File: src/rtl/core/ss_pkg.sv
// Shared payload types and constants for the stooge sorter.
`timescale 1ns / 1ps

package ss_pkg;

    // One input item: a signed element and the end-of-set marker
    typedef struct packed {
        logic signed [31:0] value;
        logic               last;
    } in_item_t;

    // One result item: a sorted element with its set flags
    typedef struct packed {
        logic signed [31:0] sorted_value;
        logic               final_res;
        logic               overflow;
    } out_item_t;

    // Division by three as (len * 171) >> 9, exact for len below 384
    localparam int unsigned THIRD_MUL   = 171;
    localparam int unsigned THIRD_MUL_W = 8;
    localparam int unsigned THIRD_SHIFT = 9;

    // Number of sub-ranges visited per range before it is popped
    localparam logic [1:0] PHASE_DONE = 2'd3;

endpackage

File: src/rtl/core/stooge_sorter.sv
// Stooge sorter top level: element store, range stack and sort sequencer.
//
// Usage:
//   Input channel s_valid/s_ready/s_data carries one signed 32-bit element per
//   item; s_data.last closes the set. Up to DEPTH elements are kept, later
//   items of the same set are dropped and every result of that set then shows
//   overflow = 1. s_ready is high only while the block collects a set.
//   After the closing item the set is sorted in place by stooge sort, one
//   compare-and-swap at a time through a single comparator and a two-read,
//   one-write element memory, with the recursion on a STACK_DEPTH-entry stack.
//   Each range goes through read (ST_OPEN), compare (ST_CMP), a second
//   write when its ends are swapped (ST_SWAP2) and a sequencer step
//   (ST_STEP); every pushed range takes one more step to pop. For n = 32
//   that is 9841 ranges (about n^2.71 ranges). Results then leave, each read
//   only after the previous one is taken, on m_valid/m_ready/m_data in
//   ascending order; m_data.final_res marks the last one. A stalled receiver
//   holds m_valid and m_data unchanged and the block simply waits. After the
//   final result is taken the block returns to collecting a new set.
//   Reset (aresetn low, synchronous) empties the set, clears the overflow
//   flag and the stack, and leaves the block ready for input.
`timescale 1ns / 1ps

module stooge_sorter #(
    parameter int DEPTH       = 32,
    parameter int STACK_DEPTH = 12
) (
    input  logic             aclk,
    input  logic             aresetn,
    input  logic             s_valid,
    output logic             s_ready,
    input  ss_pkg::in_item_t s_data,
    output logic             m_valid,
    input  logic             m_ready,
    output ss_pkg::out_item_t m_data
);

    localparam int AW  = $clog2(DEPTH);
    localparam int CW  = $clog2(DEPTH + 1);
    localparam int LW  = AW + 1;
    localparam int PW  = LW + ss_pkg::THIRD_MUL_W;
    localparam int SIW = $clog2(STACK_DEPTH);
    localparam int SPW = $clog2(STACK_DEPTH + 1);

    typedef enum logic [2:0] {
        ST_LOAD,
        ST_OPEN,
        ST_CMP,
        ST_SWAP2,
        ST_STEP,
        ST_OUT_RD,
        ST_OUT_LD,
        ST_OUT_HOLD
    } state_t;

    state_t            state_reg, state_next;
    logic [CW-1:0]     count_reg, count_next;
    logic              dropped_reg, dropped_next;
    logic [SPW-1:0]    sp_reg, sp_next;
    logic [AW-1:0]     s_reg, s_next;
    logic [AW-1:0]     e_reg, e_next;
    logic [AW-1:0]     k_reg, k_next;
    logic              m_valid_reg, m_valid_next;
    ss_pkg::out_item_t m_data_reg, m_data_next;

    // Element memory and its registered read ports
    logic signed [31:0] mem [DEPTH];
    logic signed [31:0] rd0_reg, rd1_reg;
    logic [AW-1:0]      rd_addr0;
    logic               mem_we;
    logic [AW-1:0]      mem_waddr;
    logic signed [31:0] mem_wdata;

    // Range stack
    logic [AW-1:0] stk_start_reg [STACK_DEPTH];
    logic [AW-1:0] stk_end_reg   [STACK_DEPTH];
    logic [1:0]    stk_phase_reg [STACK_DEPTH];
    logic          stk_push;
    logic          stk_adv;

    logic [SPW-1:0] sp_dec;
    logic [SIW-1:0] top_idx;
    logic [SIW-1:0] push_idx;
    logic [AW-1:0]  top_s, top_e;
    logic [1:0]     top_ph;
    logic [LW-1:0]  top_len, cur_len;
    logic [PW-1:0]  third_prod;
    logic [AW-1:0]  third;
    logic [CW-1:0]  n_load;
    logic [CW-1:0]  k_plus1;
    logic           room;
    logic           s_fire;
    logic           m_fire;
    logic           gt;
    logic           is_final;

    assign s_ready = (state_reg == ST_LOAD);
    assign m_valid = m_valid_reg;
    assign m_data  = m_data_reg;
    assign s_fire  = s_valid && s_ready;
    assign m_fire  = m_valid_reg && m_ready;

    // Top-of-stack view and one-third split of the top range
    assign sp_dec     = sp_reg - SPW'(1);
    assign top_idx    = sp_dec[SIW-1:0];
    assign push_idx   = sp_reg[SIW-1:0];
    assign top_s      = stk_start_reg[top_idx];
    assign top_e      = stk_end_reg[top_idx];
    assign top_ph     = stk_phase_reg[top_idx];
    assign top_len    = LW'(top_e) - LW'(top_s) + LW'(1);
    assign third_prod = PW'(top_len) * PW'(ss_pkg::THIRD_MUL);
    assign third      = AW'(third_prod >> ss_pkg::THIRD_SHIFT);

    assign cur_len  = LW'(e_reg) - LW'(s_reg) + LW'(1);
    assign gt       = (rd0_reg > rd1_reg);
    assign room     = (count_reg < CW'(DEPTH));
    assign n_load   = room ? (count_reg + CW'(1)) : count_reg;
    assign k_plus1  = CW'(k_reg) + CW'(1);
    assign is_final = (k_plus1 == count_reg);
    assign rd_addr0 = (state_reg == ST_OUT_RD) ? k_reg : s_reg;

    // Sequencer
    always_comb begin
        state_next   = state_reg;
        count_next   = count_reg;
        dropped_next = dropped_reg;
        sp_next      = sp_reg;
        s_next       = s_reg;
        e_next       = e_reg;
        k_next       = k_reg;
        m_valid_next = m_valid_reg;
        m_data_next  = m_data_reg;
        mem_we       = 1'b0;
        mem_waddr    = s_reg;
        mem_wdata    = rd1_reg;
        stk_push     = 1'b0;
        stk_adv      = 1'b0;

        unique case (state_reg)
            ST_LOAD: begin
                if (s_fire) begin
                    count_next = n_load;
                    if (room) begin
                        mem_we    = 1'b1;
                        mem_waddr = count_reg[AW-1:0];
                        mem_wdata = s_data.value;
                    end else begin
                        dropped_next = 1'b1;
                    end
                    if (s_data.last) begin
                        sp_next = '0;
                        k_next  = '0;
                        if (n_load > CW'(1)) begin
                            s_next     = '0;
                            e_next     = AW'(n_load - CW'(1));
                            state_next = ST_OPEN;
                        end else begin
                            state_next = ST_OUT_RD;
                        end
                    end
                end
            end
            ST_OPEN: begin
                // read ends of the range
                state_next = ST_CMP;
            end
            ST_CMP: begin
                if (gt) begin
                    mem_we     = 1'b1;
                    mem_waddr  = s_reg;
                    mem_wdata  = rd1_reg;
                    state_next = ST_SWAP2;
                end else begin
                    if (cur_len > LW'(2) && sp_reg < SPW'(STACK_DEPTH)) begin
                        stk_push = 1'b1;
                        sp_next  = sp_reg + SPW'(1);
                    end
                    state_next = ST_STEP;
                end
            end
            ST_SWAP2: begin
                mem_we    = 1'b1;
                mem_waddr = e_reg;
                mem_wdata = rd0_reg;
                if (cur_len > LW'(2) && sp_reg < SPW'(STACK_DEPTH)) begin
                    stk_push = 1'b1;
                    sp_next  = sp_reg + SPW'(1);
                end
                state_next = ST_STEP;
            end
            ST_STEP: begin
                if (sp_reg == '0) begin
                    k_next     = '0;
                    state_next = ST_OUT_RD;
                end else if (top_ph == ss_pkg::PHASE_DONE) begin
                    sp_next = sp_dec;
                end else begin
                    stk_adv = 1'b1;
                    if (top_ph == 2'd1) begin
                        s_next = top_s + third;
                        e_next = top_e;
                    end else begin
                        s_next = top_s;
                        e_next = top_e - third;
                    end
                    state_next = ST_OPEN;
                end
            end
            ST_OUT_RD: begin
                state_next = ST_OUT_LD;
            end
            ST_OUT_LD: begin
                m_data_next.sorted_value = rd0_reg;
                m_data_next.final_res    = is_final;
                m_data_next.overflow     = dropped_reg;
                m_valid_next             = 1'b1;
                state_next               = ST_OUT_HOLD;
            end
            ST_OUT_HOLD: begin
                if (m_fire) begin
                    m_valid_next = 1'b0;
                    if (m_data_reg.final_res) begin
                        count_next   = '0;
                        dropped_next = 1'b0;
                        sp_next      = '0;
                        state_next   = ST_LOAD;
                    end else begin
                        k_next     = k_reg + AW'(1);
                        state_next = ST_OUT_RD;
                    end
                end
            end
            default: state_next = ST_LOAD;
        endcase
    end

    // State and registered outputs
    always_ff @(posedge aclk) begin
        if (!aresetn) begin
            state_reg   <= ST_LOAD;
            count_reg   <= '0;
            dropped_reg <= 1'b0;
            sp_reg      <= '0;
            k_reg       <= '0;
            m_valid_reg <= 1'b0;
        end else begin
            state_reg   <= state_next;
            count_reg   <= count_next;
            dropped_reg <= dropped_next;
            sp_reg      <= sp_next;
            k_reg       <= k_next;
            m_valid_reg <= m_valid_next;
        end
        s_reg      <= s_next;
        e_reg      <= e_next;
        m_data_reg <= m_data_next;
    end

    // Element memory: one write, two registered reads
    always_ff @(posedge aclk) begin
        if (mem_we) begin
            mem[mem_waddr] <= mem_wdata;
        end
        rd0_reg <= mem[rd_addr0];
        rd1_reg <= mem[e_reg];
    end

    // Range stack writes
    always_ff @(posedge aclk) begin
        if (stk_push) begin
            stk_start_reg[push_idx] <= s_reg;
            stk_end_reg[push_idx]   <= e_reg;
            stk_phase_reg[push_idx] <= '0;
        end else if (stk_adv) begin
            stk_phase_reg[top_idx] <= top_ph + 2'd1;
        end
    end

endmodule

File: config.mk
export PLATFORM = sky130hd
export DESIGN_NAME = stooge_sorter
export DESIGN_NICKNAME = d
export VERILOG_FILES = /design/src/rtl/core/ss_pkg.sv /design/src/rtl/core/stooge_sorter.sv
export SDC_FILE = /design/constraint.sdc
export NUM_CORES = 2
export LEC_CHECK = 0
export BUFFER_PORTS_ARGS = -buffer_cell sky130_fd_sc_hd__buf_4
export CORE_MARGIN = 2
export CORE_UTILIZATION = 35
export DETAILED_ROUTE_END_ITERATION = 8
export GPL_TIMING_DRIVEN = 0
export SYNTH_ARGS = -nofsm -noshare
export SYNTH_HDL_FRONTEND = slang
export SYNTH_SLANG_ARGS = --single-unit
export TNS_END_PERCENT = 30
File: constraint.sdc
create_clock -name aclk -period 9.2 [get_ports aclk]
set_input_delay 0.92 -clock aclk [delete_from_list [all_inputs] [get_ports aclk]]
set_output_delay 0.92 -clock aclk [all_outputs]
set_load 0.02 [all_outputs]
==> Word level (Yosys, flattened, before mapping) <==
Memories as Yosys holds them, arrays and structs flattened. A register that Yosys moved wholly into a read port is not among the register bits.
Index checks and enable logic that the tools add are counted.
{ "word_totals": {"reg_bits": 64, "ramBits": 1168, "in_bits": 37, "out_inout_bits": 36, "elab_cells": 152, "memories": 4} }
{ "classes": {"addsub": 13, "mul": 1, "magnitude_cmp": 5, "eq_ne": 23, "n_mux": 77, "n_reduce_logical": 18} }
{ "memory_table": {"columns": ["name", "depth", "word_bits", "rd", "rd_ports_with_merged_regs", "write_ports", "line", "source"], "rows": [
  ["mem", 32, 32, 2, 2, 1, "stooge_sorter.sv:66", "logic signed [31:0] mem [DEPTH];"],
  ["stk_end_reg", 12, 5, 1, 0, 1, "stooge_sorter.sv:75", "logic [AW-1:0] stk_end_reg [STACK_DEPTH];"],
  ["stk_start_reg", 12, 5, 1, 0, 1, "stooge_sorter.sv:74", "logic [AW-1:0] stk_start_reg [STACK_DEPTH];"],
  ["stk_phase_reg", 12, 2, 1, 0, 1, "stooge_sorter.sv:76", "logic [1:0] stk_phase_reg [STACK_DEPTH];"]
]} }
{ "op_table": {"columns": ["operator", "count"], "rows": [
  ["$mux W5", 20],
  ["$mux W32", 2],
  ["$pmux W32 S2", 1],
  ["$mux W4", 9],
  ["$gt A32 B32 Y1", 1],
  ["$pmux W5 S2", 3],
  ["$mux W3", 8],
  ["$mux W6", 4],
  ["$pmux W3 S8", 1],
  ["$mux W1", 21],
  ["$pmux W4 S5", 1],
  ["$add A6 B1 Y6 const B", 3],
  ["$ne A2 B2 Y1 const B", 9],
  ["$pmux W5 S3", 1],
  ["$mul A6 B8 Y14 const B", 1],
  ["$eq A3 B3 Y1 const B", 4],
  ["$pmux W6 S2", 1],
  ["$reduce_and A6 Y1", 2],
  ["$sub A5 B5 Y6", 2],
  ["$reduce_and A4 Y1", 2],
  ["$reduce_and A8 Y1", 1],
  ["$add A5 B1 Y6 const B", 1],
  ["$eq A3 B2 Y1 const B", 2],
  ["$eq A6 B6 Y1", 1],
  ["28 further kinds", 36]
]} }

==> Depth between registers and ports, before layout <==
{ "depth": {"word_depth": 11, "mapped_depth": 38, "mapped_depth_nobuf": 33} }

==> Least setup slack after synthesis <==
Ideal clock, no wire load.
{ "synth_timing": {"path_kind": "reg-to-reg", "startpoint": "reg sp_reg[0], in the netlist push_idx[0]", "endpoint": "reg e_reg[4] (data pin)", "setup_time_ns": 0.152, "t_arrival_ns": 8.037, "t_required_ns": 9.048, "slack_ns": 1.012, "path_stages_with_launch": 38, "path_buffers": 4, "synth_period_minus_slack_ns": 8.188, "cell_sequence": "dfxtp_1 -> buf_2 -> buf_2 -> buf_2 -> inv_1 -> ha_1 -> buf_1 -> mux4_2 -> mux2i_1 -> nand2_1 -> o21ai_0 -> inv_1 -> ha_1 -> ha_1 -> fa_1 -> a21o_1 -> a21oi_1 -> xor2_1 -> [2 not listed] -> fa_1 -> inv_1 -> fa_1 -> ha_1 -> and4_1 -> a41oi_1 -> nand2_1 -> a21o_1 -> a211oi_1 -> nor2_1 -> ha_1 -> fa_1 -> inv_1 -> a21o_1 -> a21oi_1 -> xnor2_1 -> or3_1 -> a31oi_1"} }
{ "synth_between": {"elab_chain_len": 10, "word_cells_on_any_way": 13, "cone_classes": "add/sub (4); mul (1); eq/ne (1); mux (4); memory (3)"} }
{ "synth_lines": {"columns": ["element", "line", "source"], "rows": [
  ["start: declaration", "stooge_sorter.sv:58", "logic [SPW-1:0] sp_reg, sp_next;"],
  ["start signal: assignment", "stooge_sorter.sv:249", "sp_reg <= sp_next;"],
  ["$sub A4 B1 Y4 (*)", "stooge_sorter.sv:103", "assign sp_dec = sp_reg - SPW'(1);"],
  ["$mem_v2 Z12 W5, on equally long branches", null, null],
  ["$sub A5 B5 Y6", "stooge_sorter.sv:109", "assign top_len = LW'(top_e) - LW'(top_s) + LW'(1);"],
  ["$add A6 B1 Y6", "stooge_sorter.sv:109", null],
  ["$mul A6 B8 Y14", "stooge_sorter.sv:110", "assign third_prod = PW'(top_len) * PW'(ss_pkg::THIRD_MUL);"],
  ["$sub A5 B5 Y5", "stooge_sorter.sv:203", "e_next = top_e - third;"],
  ["$mux W5 (*)", "stooge_sorter.sv:198", "if (top_ph == 2'd1) begin"],
  ["$mux W5 (*)", "stooge_sorter.sv:194", "end else if (top_ph == ss_pkg::PHASE_DONE) begin"],
  ["$mux W5 (*)", "stooge_sorter.sv:191", "if (sp_reg == '0) begin"],
  ["$pmux W5 S2 (*)", "stooge_sorter.sv:138", "unique case (state_reg)"],
  ["via e_next[4]", "stooge_sorter.sv:60", "logic [AW-1:0] e_reg, e_next;"],
  ["end signal: assignment", "stooge_sorter.sv:254", "e_reg <= e_next;"],
  ["end: declaration", "stooge_sorter.sv:60", null]
]} }
Mark *: on every way through the listed nets, which the timed path passes. The rest lies on a longest branch. The select of a mux whose other input is x is not followed.
A chain may end at the register's enable or synchronous reset.

==> Worst setup path in the final report <==
Ends and elaborated chain as after synthesis.

==> flow_summary.ini <==
[clock_network]
cts_inserted_buffers = 140
cts.sinks = 1296
clockBufferDepth = 3
cts_tree = yes
clock_latency_ns = 0.80
clk_pin_slew_ns = 0.06
ctsHoldBuffers = 0
h-tree-depth = 4
cts_root_buffer = clkbuf_16

[placed_design]
port_buffers = 71
globalplace.congestion = 0.870
place_hpwl_um = 140000
dpl_cell_area_um2 = 65600

[drt]
wire_per_inst_um = 32.0
routed_via_density = 5.95
drcViolationCount = 0
drt_iter0_markers = 5083
drt_wl_total_um = 198000
num_vias = 36900
ant_nets = 0
dr.pass1.iters = 8

[setup_path]
required_ns = 9.84
cp_data_arrival_time_ns = 9.30
slowest_delay_ns = 0.47
crit_buf_inv = 9
start_kind = register
crit_family = adder cells
worstSetupPathType = register to register
cp-end-kind = register
slowest_stage = fa_1
cp_max_fo = 10

[global_routing]
grt_max_degree = 33
grtUsageMet1 = 0.305
grt_pass1_wl_um = 276000
track_usage = 0.226
grt_use_met3 = 0.0561
grt_pass1_vias = 36000
grt_overflow = 0
antenna_found_initial = 7
met2_usage = 0.339
grt_busiest_layer = met2

[layout]
area_growth_syn_to_layout_pct = 16.5
largest_reg_flops = 1024
fillCellCount = 15200
drive_gt1_frac = 0.325
fin_nets = 3905
ff_latch_area_um2 = 38100
multi_input_area_um2 = 21000
finalInstanceArea_um2 = 70300

[synth]
synth.distinct_cells = 75
ys.flop_type = edfxtp_1
synth_edf_count = 1212
netlist_instances = 3369
synth_fp_nets = 3508
netlist_area_um2 = 60300
synth.avg_cell_area_um2 = 17.9
yosysWarnings = 0
yosys_register_bits = 1296
ys_seq_area_frac = 0.631
async_reset_ff_frac = 0

[sta]
setup_tns_ns = 0
worstMarginPinSlew_ns = 1.57
fin_crit_ns = 8.66
slew-limit-headroom = -0.0494
rsz0062_at_grt = no
fmax_ghz = 0.115
fin_crit_sh = 0.942
slew_violations = 33
fin_hold_ws_ns = 0.455
finalHoldViolations = 0
final-setup-viol-count = 0
finClkSkew_ns = 0.0509

[die]
rows = 152
die_x_um = 419
die_area_um2 = 176000
start_util = 0.352
die_h_um = 419
design.core.area_um2 = 171000
io_pins = 73

[outcome]
violations = capacitance limit, slew limit
status = finished, violations left

[job]
drv_cap = 4

[hold_path]
min_path_type = register to register
## layer usage
metal	vias to the layer above	wire (um)
li1	14700	-
met1	19400	75800
met2	2344	89600
met3	419	22200
met4	5	10500
met5	-	60
## per-stage QoR
step / utilization / cells / worst slack, ns
2_1_floorplan: - / 3369 / 1.01
3_3_place_gp: 0.372 / 5750 / -4.41
3_5_place_dp: 0.383 / 5932 / -0.880
4_1_cts: 0.410 / 6188 / 0.0567
5_1_grt: 0.410 / 6189 / 0.0357
6_report: 0.410 / 6191 / 0.536
## cell families (layout without fill, tap and decap cells)
kind of cell             count (synthesis)  count (layout)  synth area share
other                                    0               2                 0
XOR/XNOR                                31              31           0.00450
flip-flops                            1296            1296             0.631
AND/OR/NAND/NOR                        712             712            0.0532
multiplexers                           670             670             0.239
adder cells (fa/ha/maj)                102             102            0.0225
AO/OA/AOI/OAI                          222             222            0.0253
buffers and inverters                  336             846            0.0241
## final cells by class
type	instances	share of cell area
flip-flops and latches	1296	0.542
multi-input cells	1737	0.299
clock buffers	194	0.0557
well taps	2310	0.0411
repair buffers	256	0.0318
plain buffers	227	0.0153
clock inverters	61	0.00890
inverters	108	0.00577
diodes	2	0.0000712
## path summary, 6_finish.rpt
kind | slack (ns) | to | cells past startpoint | startpoint
max | 0.54 | e_reg[4] | 36 | push_idx[0]
max reg2reg | 0.54 | e_reg[4] | 36 | push_idx[0]
min reg2reg | 0.45 | m_data[0] | 0 | dropped_reg
min | 0.45 | m_data[0] | 0 | dropped_reg
## cell usage in the layout, fill, tap and decap left out, types with 15 or more instances in the layout
| cell type | netlist | layout |
|---|---|---|
| edfxtp_1 | 1212 | 1212 |
| mux4_2 | 612 | 612 |
| nand2_1 | 343 | 343 |
| buf_4 | 27 | 208 |
| nand3_1 | 174 | 174 |
| clkbuf_1 | 115 | 150 |
| clkbuf_16 | 0 | 145 |
| inv_1 | 107 | 107 |
| ha_1 | 91 | 90 |
| dfxtp_1 | 84 | 84 |
| buf_6 | 2 | 75 |
| nor2_1 | 71 | 70 |
| buf_2 | 61 | 60 |
| a21oi_1 | 57 | 56 |
| mux2_2 | 36 | 36 |
| o21ai_1 | 34 | 35 |
| a222oi_1 | 34 | 34 |
| o21ai_0 | 25 | 23 |
| buf_1 | 23 | 21 |
| xnor2_1 | 21 | 20 |
| mux2i_1 | 22 | 20 |
| clkinv_2 | 0 | 19 |
| nor3_1 | 32 | 16 |
| nor4_2 | 0 | 16 |
| nor3_2 | 0 | 16 |
| clkinv_1 | 0 | 15 |
## synthesized netlist by cell type, types with 25 or more instances
master / n / area share
a21oi_1: 57 / 0.0047
a222oi_1: 34 / 0.0056
buf_2: 61 / 0.0051
buf_4: 27 / 0.0034
clkbuf_1: 115 / 0.0072
dfxtp_1: 84 / 0.028
edfxtp_1: 1212 / 0.60
ha_1: 91 / 0.019
inv_1: 107 / 0.0067
mux2_2: 36 / 0.0067
mux4_2: 612 / 0.23
nand2_1: 343 / 0.021
nand3_1: 174 / 0.014
nor2_1: 71 / 0.0044
nor3_1: 32 / 0.0027
o21ai_0: 25 / 0.0021
o21ai_1: 34 / 0.0028
## what timing repair did
action | in CTS | in global routing
setup endpoints to repair | 9 | 6
buffers inserted | 1 | 1
pin swaps | 1 | 1
cloned | 0 | 0
gates resized for setup | 13 | 10
Power is left out: the tool's default activity adds up to more than one toggle a clock period on the data nets, which glitch-free logic cannot reach.
